--- config.mk ---
export PLATFORM = sky130hd
export DESIGN_NAME = grouped_fifo_queue_unit_flat
export DESIGN_NICKNAME = d
export VERILOG_FILES = /design/src/design/gfq_pkg.sv /design/src/design/gfq_chan_if.sv /design/src/design/grouped_fifo_queue_unit.sv /design/src/design/gfq_ctrl.sv /design/src/design/gfq_datapath.sv /design/src/flat_wrapper.sv
export SDC_FILE = /design/constraint.sdc
export NUM_CORES = 2
export LEC_CHECK = 0
export BUFFER_PORTS_ARGS = -buffer_cell sky130_fd_sc_hd__buf_2
export CAP_MARGIN = 25
export CORE_MARGIN = 10
export CORE_UTILIZATION = 60
export DETAILED_ROUTE_END_ITERATION = 10
export GPL_TIMING_DRIVEN = 0
export PLACE_DENSITY = 0.74
export SLEW_MARGIN = 15
export SYNTH_ARGS = -nofsm -noshare
export SYNTH_HDL_FRONTEND = slang
export SYNTH_SLANG_ARGS = --single-unit
--- constraint.sdc ---
create_clock -name clk -period 11.6 [get_ports clk]
set_clock_uncertainty 0.1 [all_clocks]
set_input_delay 0.58 -clock clk [delete_from_list [all_inputs] [get_ports clk]]
set_output_delay 0.58 -clock clk [all_outputs]
set_load 0.01 [all_outputs]
--- src/design/gfq_pkg.sv ---
`timescale 1ns / 1ps
`default_nettype none

package gfq_pkg;

	localparam int CAPACITY_DEF = 64;
	localparam int GROUPS_DEF   = 16;
	localparam int TAG_BITS_DEF = 16;

	// field widths of the channel payloads
	localparam int GROUP_W     = 4;
	localparam int TAG_W       = 16;
	localparam int STATUS_W    = 2;
	localparam int GROUP_CODES = 2 ** GROUP_W;

	localparam logic [STATUS_W-1:0] RSP_ENQUEUED = 2'd0;
	localparam logic [STATUS_W-1:0] RSP_DEQUEUED = 2'd1;
	localparam logic [STATUS_W-1:0] RSP_EMPTY    = 2'd2;
	localparam logic [STATUS_W-1:0] RSP_FULL     = 2'd3;

	localparam logic REQ_ENQ = 1'b0;
	localparam logic REQ_DEQ = 1'b1;

	typedef struct packed {
		logic               req_type;
		logic [GROUP_W-1:0] group_id;
		logic [TAG_W-1:0]   tag_in;
	} req_t;

	typedef struct packed {
		logic [STATUS_W-1:0] status;
		logic [GROUP_W-1:0]  group_out;
		logic [TAG_W-1:0]    tag_out;
	} rsp_t;

	// controller to datapath
	typedef struct packed {
		logic accept;
		logic enq_rd;
		logic enq_wr;
		logic enq_link;
		logic deq_rd;
		logic deq_wr;
		logic load_out;
	} cmd_t;

	// datapath to controller
	typedef struct packed {
		logic is_deq;
		logic full;
		logic empty;
	} sts_t;

endpackage

`default_nettype wire

--- src/design/gfq_chan_if.sv ---
`timescale 1ns / 1ps
`default_nettype none

interface gfq_chan_if #(parameter type payload_t = logic);
	logic     valid;
	logic     ready;
	payload_t payload;

	modport source (output valid, output payload, input ready);
	modport sink (input valid, input payload, output ready);
endinterface

`default_nettype wire

--- src/design/grouped_fifo_queue_unit.sv ---
`timescale 1ns / 1ps
`default_nettype none

// Team queue: an enqueue links its entry directly behind the last waiting
// member of its group, or at the global tail when none of that group waits;
// a dequeue returns the head entry. Each request gives exactly one result:
// status enqueued, dequeued, empty or full. One request is in work at a
// time, and the next is taken while the previous result still waits in the
// output register. An enqueue steps through read, write and link, a
// dequeue through read and write, a rejected (full or empty) request
// straight to finish, where the result waits for the output register to
// free up. The steps come from the chain of registered reads through the
// free stack, the group table and the single-port link memory, and the
// link memory taking one write a cycle (new entry, then predecessor's link).
// No clearing pass is needed after reset: the free stack is tracked by a high-water mark.
module grouped_fifo_queue_unit #(
	parameter int CAPACITY = gfq_pkg::CAPACITY_DEF,
	parameter int GROUPS   = gfq_pkg::GROUPS_DEF,
	parameter int TAG_BITS = gfq_pkg::TAG_BITS_DEF
) (
	input wire logic   clk,
	input wire logic   arst_n,
	gfq_chan_if.sink   req,
	gfq_chan_if.source rsp
);
	import gfq_pkg::*;

	cmd_t cmd;
	sts_t sts;
	logic in_ready;
	logic out_valid;
	rsp_t rsp_payload;

	gfq_ctrl u_ctrl (
		.clk       (clk),
		.arst_n    (arst_n),
		.in_valid  (req.valid),
		.in_ready  (in_ready),
		.out_valid (out_valid),
		.rsp_ready (rsp.ready),
		.sts       (sts),
		.cmd       (cmd)
	);

	gfq_datapath #(
		.CAPACITY (CAPACITY),
		.GROUPS   (GROUPS),
		.TAG_BITS (TAG_BITS)
	) u_datapath (
		.clk         (clk),
		.arst_n      (arst_n),
		.req_payload (req.payload),
		.cmd         (cmd),
		.sts         (sts),
		.rsp_payload (rsp_payload)
	);

	assign req.ready   = in_ready;
	assign rsp.valid   = out_valid;
	assign rsp.payload = rsp_payload;

endmodule

`default_nettype wire

--- src/design/gfq_ctrl.sv ---
`timescale 1ns / 1ps
`default_nettype none

module gfq_ctrl (
	input  wire logic          clk,
	input  wire logic          arst_n,
	input  wire logic          in_valid,
	output logic               in_ready,
	output logic               out_valid,
	input  wire logic          rsp_ready,
	input  wire gfq_pkg::sts_t sts,
	output gfq_pkg::cmd_t      cmd
);
	import gfq_pkg::*;

	localparam logic [2:0] S_IDLE     = 3'd0;
	localparam logic [2:0] S_ENQ_RD   = 3'd1;
	localparam logic [2:0] S_ENQ_WR   = 3'd2;
	localparam logic [2:0] S_ENQ_LINK = 3'd3;
	localparam logic [2:0] S_DEQ_RD   = 3'd4;
	localparam logic [2:0] S_DEQ_WR   = 3'd5;
	localparam logic [2:0] S_FIN      = 3'd6;

	logic [2:0] state_q;
	logic [2:0] state_d;
	logic       out_valid_q;

	always_comb begin
		cmd          = '0;
		state_d      = state_q;
		cmd.accept   = (state_q == S_IDLE) && in_valid;
		cmd.load_out = (state_q == S_FIN) && (!out_valid_q || rsp_ready);
		case (state_q)
			S_IDLE: begin
				if (in_valid) begin
					if (sts.is_deq) begin
						state_d = sts.empty ? S_FIN : S_DEQ_RD;
					end else begin
						state_d = sts.full ? S_FIN : S_ENQ_RD;
					end
				end
			end
			S_ENQ_RD: begin
				cmd.enq_rd = 1'b1;
				state_d    = S_ENQ_WR;
			end
			S_ENQ_WR: begin
				cmd.enq_wr = 1'b1;
				state_d    = S_ENQ_LINK;
			end
			S_ENQ_LINK: begin
				cmd.enq_link = 1'b1;
				state_d      = S_FIN;
			end
			S_DEQ_RD: begin
				cmd.deq_rd = 1'b1;
				state_d    = S_DEQ_WR;
			end
			S_DEQ_WR: begin
				cmd.deq_wr = 1'b1;
				state_d    = S_FIN;
			end
			S_FIN: begin
				if (cmd.load_out) begin
					state_d = S_IDLE;
				end
			end
			default: begin
				state_d = S_IDLE;
			end
		endcase
	end

	always_ff @(posedge clk or negedge arst_n) begin
		if (!arst_n) begin
			state_q     <= S_IDLE;
			out_valid_q <= 1'b0;
		end else begin
			state_q <= state_d;
			if (cmd.load_out) begin
				out_valid_q <= 1'b1;
			end else if (rsp_ready) begin
				out_valid_q <= 1'b0;
			end
		end
	end

	assign in_ready  = (state_q == S_IDLE);
	assign out_valid = out_valid_q;

	// a result waits for the output slot as long as the slot stays blocked
	a_fin_holds: assert property (@(posedge clk) disable iff (!arst_n)
		(state_q == S_FIN && out_valid_q && !rsp_ready) |=> state_q == S_FIN)
		else $error("result left the finish state while the output was blocked");

	a_load_valid: assert property (@(posedge clk) disable iff (!arst_n)
		cmd.load_out |=> out_valid_q)
		else $error("loaded result not presented");

endmodule

`default_nettype wire

--- src/design/gfq_datapath.sv ---
`timescale 1ns / 1ps
`default_nettype none

module gfq_datapath #(
	parameter int CAPACITY = gfq_pkg::CAPACITY_DEF,
	parameter int GROUPS   = gfq_pkg::GROUPS_DEF,
	parameter int TAG_BITS = gfq_pkg::TAG_BITS_DEF
) (
	input  wire logic          clk,
	input  wire logic          arst_n,
	input  wire gfq_pkg::req_t req_payload,
	input  wire gfq_pkg::cmd_t cmd,
	output gfq_pkg::sts_t      sts,
	output gfq_pkg::rsp_t      rsp_payload
);
	import gfq_pkg::*;

	localparam int SW = $clog2(CAPACITY);
	localparam int CW = $clog2(CAPACITY + 1);
	localparam int GW = $clog2(GROUPS);

	// link store and free stack
	logic [GROUP_W-1:0]  grp_mem  [CAPACITY];
	logic [TAG_BITS-1:0] tag_mem  [CAPACITY];
	logic [SW-1:0]       next_mem [CAPACITY];
	logic [SW-1:0]       free_mem [CAPACITY];
	logic [SW-1:0]       glast_mem [GROUPS];

	logic [GROUP_W-1:0]  gmod [GROUP_CODES];

	logic [CW-1:0]       occ_q;
	logic [CW-1:0]       hwm_q;
	logic [SW-1:0]       head_q;
	logic [SW-1:0]       tail_q;
	logic [GROUPS-1:0]   wait_q;

	logic [GROUP_W-1:0]  g_q;
	logic [GW-1:0]       gidx_q;
	logic [TAG_BITS-1:0] t_q;
	logic                fresh_q;
	logic [SW-1:0]       slot_q;
	logic                link_en_q;
	logic [SW-1:0]       link_addr_q;
	logic [STATUS_W-1:0] res_status_q;
	rsp_t                out_q;

	logic [GROUP_W-1:0]  grp_rd_q;
	logic [TAG_BITS-1:0] tag_rd_q;
	logic [SW-1:0]       next_rd_q;
	logic [SW-1:0]       free_rd_q;
	logic [SW-1:0]       glast_rd_q;

	logic [GROUP_W-1:0]  g_in;
	logic [GW-1:0]       gidx_in;
	logic [GW-1:0]       hidx;
	logic                wait_g;
	logic [CW-1:0]       occ_dec;
	logic                is_full;
	logic                is_empty;

	// group number reduced modulo the group count, one entry per input code
	for (genvar i = 0; i < GROUP_CODES; i++) begin : g_mod
		assign gmod[i] = GROUP_W'(i % GROUPS);
	end

	assign g_in     = gmod[req_payload.group_id];
	assign gidx_in  = GW'(g_in);
	assign hidx     = GW'(grp_rd_q);
	assign wait_g   = wait_q[gidx_q];
	assign occ_dec  = occ_q - CW'(1);
	assign is_full  = (occ_q == CW'(CAPACITY));
	assign is_empty = (occ_q == '0);

	assign sts.is_deq = req_payload.req_type;
	assign sts.full   = is_full;
	assign sts.empty  = is_empty;

	// memories and their registered reads
	always_ff @(posedge clk) begin
		if (cmd.accept) begin
			grp_rd_q  <= grp_mem[head_q];
			tag_rd_q  <= tag_mem[head_q];
			next_rd_q <= next_mem[head_q];
			free_rd_q <= free_mem[occ_q[SW-1:0]];
			glast_rd_q <= glast_mem[gidx_in];
		end else if (cmd.enq_rd) begin
			next_rd_q <= next_mem[glast_rd_q];
		end else if (cmd.deq_rd) begin
			glast_rd_q <= glast_mem[hidx];
		end

		if (cmd.enq_wr) begin
			grp_mem[slot_q]   <= g_q;
			tag_mem[slot_q]   <= t_q;
			next_mem[slot_q]  <= (!is_empty && wait_g) ? next_rd_q : '0;
			glast_mem[gidx_q] <= slot_q;
		end else if (cmd.enq_link && link_en_q) begin
			next_mem[link_addr_q] <= slot_q;
		end

		if (cmd.deq_wr) begin
			free_mem[occ_dec[SW-1:0]] <= head_q;
		end
	end

	// request capture and link bookkeeping
	always_ff @(posedge clk) begin
		if (cmd.accept) begin
			g_q     <= g_in;
			gidx_q  <= gidx_in;
			t_q     <= TAG_BITS'(req_payload.tag_in);
			fresh_q <= (occ_q == hwm_q);
			if (req_payload.req_type == REQ_DEQ) begin
				res_status_q <= is_empty ? RSP_EMPTY : RSP_DEQUEUED;
			end else begin
				res_status_q <= is_full ? RSP_FULL : RSP_ENQUEUED;
			end
		end
		if (cmd.enq_rd) begin
			// slots at or above the high-water mark were never pushed back
			slot_q <= fresh_q ? occ_q[SW-1:0] : free_rd_q;
		end
		if (cmd.enq_wr) begin
			link_en_q   <= !is_empty;
			link_addr_q <= wait_g ? glast_rd_q : tail_q;
		end
		if (cmd.load_out) begin
			out_q.status    <= res_status_q;
			out_q.group_out <= (res_status_q == RSP_DEQUEUED) ? grp_rd_q : '0;
			out_q.tag_out   <= (res_status_q == RSP_DEQUEUED) ? TAG_W'(tag_rd_q) : '0;
		end
	end

	always_ff @(posedge clk or negedge arst_n) begin
		if (!arst_n) begin
			occ_q  <= '0;
			hwm_q  <= '0;
			head_q <= '0;
			tail_q <= '0;
			wait_q <= '0;
		end else begin
			if (cmd.enq_wr) begin
				occ_q          <= occ_q + CW'(1);
				wait_q[gidx_q] <= 1'b1;
				if (fresh_q) begin
					hwm_q <= hwm_q + CW'(1);
				end
				if (is_empty) begin
					head_q <= slot_q;
					tail_q <= slot_q;
				end else if (!wait_g || glast_rd_q == tail_q) begin
					tail_q <= slot_q;
				end
			end else if (cmd.deq_wr) begin
				occ_q  <= occ_dec;
				head_q <= next_rd_q;
				if (wait_q[hidx] && glast_rd_q == head_q) begin
					wait_q[hidx] <= 1'b0;
				end
			end
		end
	end

	assign rsp_payload = out_q;

	a_hwm: assert property (@(posedge clk) disable iff (!arst_n)
		occ_q <= hwm_q && hwm_q <= CW'(CAPACITY))
		else $error("occupancy above high-water mark");

	a_drained: assert property (@(posedge clk) disable iff (!arst_n)
		(occ_q == '0) |-> (wait_q == '0))
		else $error("group marked waiting in an empty queue");

	a_enq_count: assert property (@(posedge clk) disable iff (!arst_n)
		cmd.enq_wr |=> occ_q == $past(occ_q) + CW'(1))
		else $error("enqueue did not bump occupancy");

	a_deq_nonempty: assert property (@(posedge clk) disable iff (!arst_n)
		cmd.deq_wr |-> occ_q != '0)
		else $error("dequeue write on an empty queue");

endmodule

`default_nettype wire

--- src/flat_wrapper.sv ---
// flat-port wrapper written by rule: the top's interface ports become plain ports
module grouped_fifo_queue_unit_flat import gfq_pkg::*;
#(
	parameter int CAPACITY = gfq_pkg::CAPACITY_DEF,
	parameter int GROUPS   = gfq_pkg::GROUPS_DEF,
	parameter int TAG_BITS = gfq_pkg::TAG_BITS_DEF
)
  (clk, arst_n, req_valid, req_payload, req_ready, rsp_valid, rsp_payload, rsp_ready);
  gfq_chan_if #(.payload_t(req_t)) req_i ();
  gfq_chan_if #(.payload_t(rsp_t)) rsp_i ();
  input wire logic clk;
  input wire logic arst_n;
  input wire logic [$bits(req_i.valid)-1:0] req_valid;
  input wire logic [$bits(req_i.payload)-1:0] req_payload;
  output wire logic [$bits(req_i.ready)-1:0] req_ready;
  output wire logic [$bits(rsp_i.valid)-1:0] rsp_valid;
  output wire logic [$bits(rsp_i.payload)-1:0] rsp_payload;
  input wire logic [$bits(rsp_i.ready)-1:0] rsp_ready;
  assign req_i.valid = req_valid;
  assign req_i.payload = req_payload;
  assign req_ready = req_i.ready;
  assign rsp_valid = rsp_i.valid;
  assign rsp_payload = rsp_i.payload;
  assign rsp_i.ready = rsp_ready;
  grouped_fifo_queue_unit #(.CAPACITY(CAPACITY), .GROUPS(GROUPS), .TAG_BITS(TAG_BITS)) u_core (.clk(clk), .arst_n(arst_n), .req(req_i), .rsp(rsp_i));
endmodule
# Word level (Yosys, flattened, before mapping)
# Memory sizes are Yosys's and may differ from the RTL's. A register that Yosys moved wholly into a read port is not among the register bits.
# Cells that the tools add are included.
totals:
  reg_bits: 116
  mem_bits_rw: 2144
  latchBits: 0
  output_inout_bits: 24
  mem_bits_ro: 64
  memories: 6
classes:
  n_lt_le_gt_ge: 5
  n_reduce_logical: 28
  bitwise: 4
  shift: 0
  mul: 0
  eq_ne: 15
  addsub: 3
  div: 0
  mux: 55
memory_table:
  columns: ["name", "depth", "width", "rd", "rd_ports_with_merged_regs", "write_ports", "line", "rtl"]
  rows:
  - ["u_core.u_datapath.tag_mem", 64, 16, 1, 1, 1, "gfq_datapath.sv:24", "logic [TAG_BITS-1:0] tag_mem [CAPACITY];"]
  - ["u_core.u_datapath.free_mem", 64, 6, 1, 1, 1, "gfq_datapath.sv:26", "logic [SW-1:0] free_mem [CAPACITY];"]
  - ["u_core.u_datapath.next_mem", 64, 6, 2, 1, 1, "gfq_datapath.sv:25", "logic [SW-1:0] next_mem [CAPACITY];"]
  - ["u_core.u_datapath.grp_mem", 64, 4, 1, 1, 1, "gfq_datapath.sv:23", "logic [GROUP_W-1:0] grp_mem [CAPACITY];"]
  - ["u_core.u_datapath.glast_mem", 16, 6, 2, 0, 1, "gfq_datapath.sv:27", "logic [SW-1:0] glast_mem [GROUPS];"]
  - ["(name not given)", 16, 4, 1, 0, 0, "gfq_datapath.sv:66", "assign g_in = gmod[req_payload.group_id];"]
ops:
  columns: ["op", "n"]
  rows:
  - ["6-bit 2-to-1 mux", 16]
  - ["16-bit 2-to-1 mux", 3]
  - ["1-bit 2-to-1 mux", 19]
  - ["3-bit case mux with 6 select lines", 1]
  - ["16-bit AND", 1]
  - ["16-bit inverter", 1]
  - ["16-bit bitwise OR", 1]
  - ["7-bit by 1-bit adder with 7-bit output, second input constant", 2]
  - ["7-bit 2-to-1 mux", 2]
  - ["6-bit == test", 2]
  - ["3-bit 2-to-1 mux", 4]
  - ["2-bit AND reduction", 6]
  - ["2-bit nonzero test", 6]
  - ["4-bit by 5-bit less-than comparator with 1-bit output, second input constant", 2]
  - ["3-bit == test, second input constant", 3]
  - ["1-bit binary-select mux with 4-bit select", 2]
  - ["1-bit demux with 4-bit select", 2]
  - ["4-bit by 1-bit greater-or-equal comparator with 1-bit output, second input constant", 2]
  - ["2-bit 2-to-1 mux", 4]
  - ["4-bit 2-to-1 mux", 2]
  - ["7-bit == test", 1]
  - ["7-bit == test, second input constant", 1]
  - ["1-bit logical AND", 7]
  - ["7-bit logical NOT", 1]
  - ["other kinds (13)", 19]

# Logic depth before layout (Yosys ltp)
logic_depth:
  word_depth: 9
  mapped_depth: 11

# Hierarchy
# Synthesis repeated with hierarchy kept, for this count alone.
unflattened:
  cells_unflattened: 4238
  hier_area_um2: 92718.9
by_module_without_submodules:
  columns: ["module", "seq_area_each_um2", "n_inst", "cells_per_inst", "area_each_um2"]
  rows:
  - ["gfq_datapath", 68435.6, 1, 4205, 92419.9]
  - ["gfq_ctrl", 100.1, 1, 33, 299.0]

# Least setup slack after synthesis
# Ideal clock, no wire load.
synth_path:
  kind: "reg2reg"
  start: "register u_core.u_datapath.gidx_q[0]"
  end: "memory u_core.u_datapath.next_mem[0][0] (netlist bit) (data pin)"
  required_time_ps: 11062
  t_arrival_ps: 3294
  path_slack_ps: 7768
  synth_period_minus_slack_ps: 3832
  stages_incl_launch_ff: 7
  path_cell_list: "edfxtp_1 > buf_2 > mux4_2 > mux4_2 > nand2_1 > nor2_1 > a22o_1"
synth_between:
  elab_chain_cells: 5
synth_lines:
  columns: ["item", "line", "rtl"]
  rows:
  - ["from (decl)", "gfq_datapath.sv:38", "logic [GW-1:0] gidx_q;"]
  - ["from (signal assigned)", "gfq_datapath.sv:110", "gidx_q <= gidx_in;"]
  - ["1-bit binary-select mux with 4-bit select", "gfq_datapath.sv:69", "assign wait_g = wait_q[gidx_q];"]
  - ["1-bit 2-to-1 mux (implied by the code)", "gfq_datapath.sv:69", null]
  - ["1-bit logical AND", "gfq_datapath.sv:95", "next_mem[slot_q] <= (!is_empty && wait_g) ? next_rd_q : '0;"]
  - ["6-bit 2-to-1 mux", "gfq_datapath.sv:95", null]
  - ["6-bit 2-to-1 mux (no source line)", null, null]
  - ["to (decl)", "gfq_datapath.sv:25", null]
# Every way passes these cells. The select of a mux whose other input is x is not followed.

# Worst setup path after layout
layout_path:
  start: "register u_core.u_datapath.head_q[1]"
  end: "register u_core.u_datapath.next_rd_q[5] (data pin)"
layout_between:
  elab_chain_cells: 2
layout_lines:
  columns: ["item", "line", "rtl"]
  rows:
  - ["from (decl)", "gfq_datapath.sv:33", "logic [SW-1:0] head_q;"]
  - ["from (signal assigned)", "gfq_datapath.sv:149", "head_q <= slot_q;"]
  - ["from (signal assigned)", "gfq_datapath.sv:156", "head_q <= next_rd_q;"]
  - ["memory 64 x 6 bit", null, null]
  - ["6-bit 2-to-1 mux", "gfq_datapath.sv:80", "if (cmd.accept) begin"]
  - ["to (signal assigned)", "gfq_datapath.sv:83", "next_rd_q <= next_mem[head_q];"]
  - ["to (signal assigned)", "gfq_datapath.sv:87", "next_rd_q <= next_mem[glast_rd_q];"]
  - ["to (decl)", "gfq_datapath.sv:49", "logic [SW-1:0] next_rd_q;"]
# Every way passes these cells.
# A chain may end at the register's enable or synchronous reset.

==> results.md <==
* Slowest CP cell: dfrtp_2
* Drt first pass iters at 6
* Critical path class: register to register
* PD cells at 254 nW/um^2
* Largest area contributor in the netlist: edfxtp_1
* Final Cycle Share at 45.3%
* CTS Buffer Depth at 3
* Post-Syn Nets at 4198
* Post-CTS setup buffer count at 0
* Initial antenna violation count at 18
* Row count at 144
* Worst Path Arrival at approximately 5.6 ns
* Detailed-route DRC error count at 0
* DR iter-0 viols at 7676
* Final total power at 26.6 mW
* Clock transition at path regs at 0.06 ns
* Global-route wire length before repair at 358000 um
* Status: complete, no violations
* CTS Buf Count at 216
* Slew @ Worst Pin at about 1.2 ns
* Critical path required time at about 12 ns
* Sequential element share of the synthesized area at 74.0%
* Via density at about 7
* Worst Path Max Fanout at 22
* Hold_sp: req_payload[19]
* Core box area at 154000 um^2
* Int Pwr at between 15 and 20 mW
* FF-to-FF Start: u_core.u_datapath.head_q[1]
* CP Launch Type: register
* Worst-path cell chain: buf_2, buf_2, buf_2, clkbuf_2, nor2_1, a22oi_1, a21oi_1, a211oi_1, o311ai_0
* CP startpoint: u_core.u_datapath.head_q[1]
* Final instance area at ~100000 um^2
* Starting Density at 60.2%
* Final WS setup at 6.35 ns
* # clock sinks at 2292
* Avg WL per Cell at 37.0 um
* Post-Synth Simple-Gate Area at roughly 2.6%
* Synth Warn # at 0
* Die H at just over 400 um
* GR Overflow Total at 0
* Syn Std Cell Area at 92600 um^2
* Max Cap Viol at 0
* Synth Instances at 4169
* Synth top area cells: edfxtp_1, mux4_2, dfrtp_1
* Leak pwr at about 33 nW
* # fillers at ~9.3k
* RSZ-0062 raised after global routing: no
* Adder-cell area share of the yosys netlist at 0.0541%
* Sequential power share at 39.6%
* Critical Path Max Stage Delay at ~0.7 ns
* Share of the synthesized area in the top cell type at 72.7%
* Most used cell, CP: buf_2
* Switching power at 8.87 mW
* Crit. End Element: register
* Multi-input logic area at 23300 um^2
* IO Pins at 49
* Top_reg_cell synth: edfxtp_1
* Mux contribution to synthesized area at 20.5%
* HP Class: input port to register
* Clock root cell: clkbuf_16
* Worst-skew pair later-pin latency at around 0.85 ns
* Mean post-synth cell area at 22.2 um^2
* GP Congestion at roughly 0.97
* Hold buffer count at CTS at 23
* Post-cts resize count at 0
* Worst IR drop on VDD at 230 uV
* Hold_ws at 0.0818 ns
* Compound-Gate Fraction of Synth Area at 1.25%
* IO Port Bufs at 48
* Max-slew violation count at 0
* Max_slew headroom at 20.6%
* DP Wirelength at 168000 um
* CTS tree: yes
* Clock power share at 26.3%
* H-tree depth at 4
* Main combinational cell family by area after synthesis: multiplexers
* Placed inst area at 97300 um^2
* Post-synth EDFFs at 2240
* Dpl ws at 6.45 ns
* Post-route minimum period at 5.25 ns
* Comb pwr share at 34.1%
* Register area at 68500 um^2
* Gr usage total at 29.8%
* Vias in the first global route at between 40k and 50k
* Share of layout cells above drive strength 1 at between 30% and 40%
* Synthesis-stage register bit count at 2292
* Sw Share at 33.4%
* Final Net Count at 4578
* Max frequency at 190 MHz
* Largest net degree at the start of global routing at 70
* Final setup viols at 0
* Die width at between 400 and 500 um
* DRT antenna net count at 0
* DRT Wirelength at 251000 um
* Setup TNS at 0 ns
* Die area at 170000 um^2
* Hold Fails Final Rpt at 0
* Xor and xnor area share after synthesis at less than 1%
* Asr flop ratio synth at 2.01%
* Via count at 48.0k
* Yosys cell types at 54
* Area growth syn-to-layout at 12.9%
-- final cells by class --
cell class	instances	share of cell area, %
clock inverters	135	1.24
repair buffers	162	1.86
clock buffers	269	5.40
flip-flops and latches	2292	65.6
inverters	10	0.0407
multi-input cells	1624	22.3
plain buffers	243	1.08
diodes	3	0.00718
well taps	2044	2.45
-- worst max-delay path: cells and delay by family, from the launching register on --
kind                   cells  cell delay (ns)
AOI/OAI and AO/OA          4             1.65
buffers and inverters      4             2.11
DFF                        1             0.68
and+or+nand+nor            1             0.28
-- final timing paths --
check / slack [ns] / cells after the start / endpoint
max: 6.35 / 9 / u_core.u_datapath.next_rd_q[5]
min: 0.08 / 1 / u_core.u_datapath.gidx_q[3]
max reg2reg: 6.35 / 9 / u_core.u_datapath.next_rd_q[5]
min reg2reg: 0.40 / 1 / u_core.u_datapath.hwm_q[6]
max in group asynchronous: 10.61 / 2 / u_core.u_datapath.head_q[4]
min in group asynchronous: 0.23 / 2 / u_core.u_ctrl.out_valid
-- flip-flops by register name, indices dropped and copies added, names as in the netlist, 6 cells and up, named ones only --
signal	flops
u_core.u_datapath.wait_q	16
u_core.u_datapath.rsp_payload	22
u_core.u_datapath.free_mem	384
u_core.u_datapath.tail_q	6
u_core.u_datapath.free_rd_q	6
u_core.u_datapath.link_addr_q	6
u_core.u_datapath.glast_rd_q	6
u_core.u_datapath.head_q	6
u_core.u_datapath.next_mem	384
u_core.u_datapath.glast_mem	96
u_core.u_datapath.hwm_q	7
u_core.u_datapath.occ_q	7
u_core.u_datapath.t_q	16
u_core.u_datapath.tag_rd_q	16
u_core.u_datapath.grp_mem	256
u_core.u_datapath.next_rd_q	6
u_core.u_datapath.slot_q	6
u_core.u_datapath.tag_mem	1024
-- per-stage QoR --
| stage | utilization [%] | instances |
|---|---|---|
| after floorplan | - | 4169 |
| after global placement | 62.1 | 6261 |
| after detailed placement | 63.3 | 6348 |
| after CTS | 68.0 | 6775 |
| after global routing | 68.0 | 6781 |
| final | 68.0 | 6782 |
-- power by group through the flow --
| stage | combinational [mW] | clock (mW) | sequential, mW |
|---|---|---|---|
| 5_1_grt | 9.34 | 7.35 | 10.5 |
| 3_3_place_gp | 8.18 | 0 | 11.0 |
| 6_report | 9.06 | 6.99 | 10.5 |
| 4_1_cts | 8.92 | 7.03 | 10.5 |
| 2_1_floorplan | 5.27 | 0 | 10.7 |
| 3_5_place_dp | 8.82 | 0 | 10.7 |
-- cells in the mapped netlist (4+ instances only) --
cell	number
and2_1	27
clkbuf_1	108
inv_1	7
nand2b_1	21
a31oi_1	12
a211oi_1	30
nor2b_1	41
or2_2	4
and3_1	5
xnor2_1	23
a21oi_1	45
a22oi_1	28
o21ai_0	8
buf_2	78
nand3b_1	5
nor3_1	16
buf_4	15
nand4_1	11
dfrtp_1	46
mux4_2	802
o311ai_0	4
a22o_1	8
edfxtp_1	2240
a2bb2oi_1	9
o311a_1	4
xor2_1	15
nand3_1	31
mux2_2	25
mux2i_1	60
buf_6	8
o2111ai_1	8
dfxtp_1	6
nor2_1	256
nand2_1	97
ha_1	4
buf_1	33
-- layer usage --
layer  up-vias  global-route usage, %  wire length, um
met5         -                      0               82
met4        12                   11.3            11000
met3       593                   8.72            31900
met2      3526                   44.0           115000
met1     25400                   42.6            92700
li1      18500                      -                -
-- logic make-up (layout without fill, tap and decap cells) --
group | Yosys count | after routing
buffers and inverters | 253 | 819
adders and majority gates | 4 | 4
and+or+nand+nor | 527 | 527
muxes | 887 | 887
xor gates and xnor gates | 38 | 38
AOI/OAI and AO/OA | 168 | 168
DFF | 2292 | 2292
other | 0 | 3
-- layout by cell type, fill, tap and decap left out, types with 21 or more instances in the layout --
master,Yosys,routed
edfxtp_1,2240,2240
mux4_2,802,802
clkbuf_16,0,217
nor2_1,256,194
clkbuf_1,108,156
buf_2,78,127
nand2_1,97,97
mux2i_1,60,60
clkinv_1,3,60
nor2_4,0,53
buf_8,0,52
a21oi_1,45,45
nor2b_1,41,40
dfrtp_1,46,40
clkinv_2,0,34
buf_1,33,31
nand3_1,31,31
a211oi_1,30,30
a22oi_1,28,28
and2_1,27,27
mux2_2,25,25
buf_4,15,23
xnor2_1,23,23
dlygate4sd3_1,0,23
nand2b_1,21,21
bufinv_16,0,21
No activity file was read; power rests on OpenSTA's default activity.
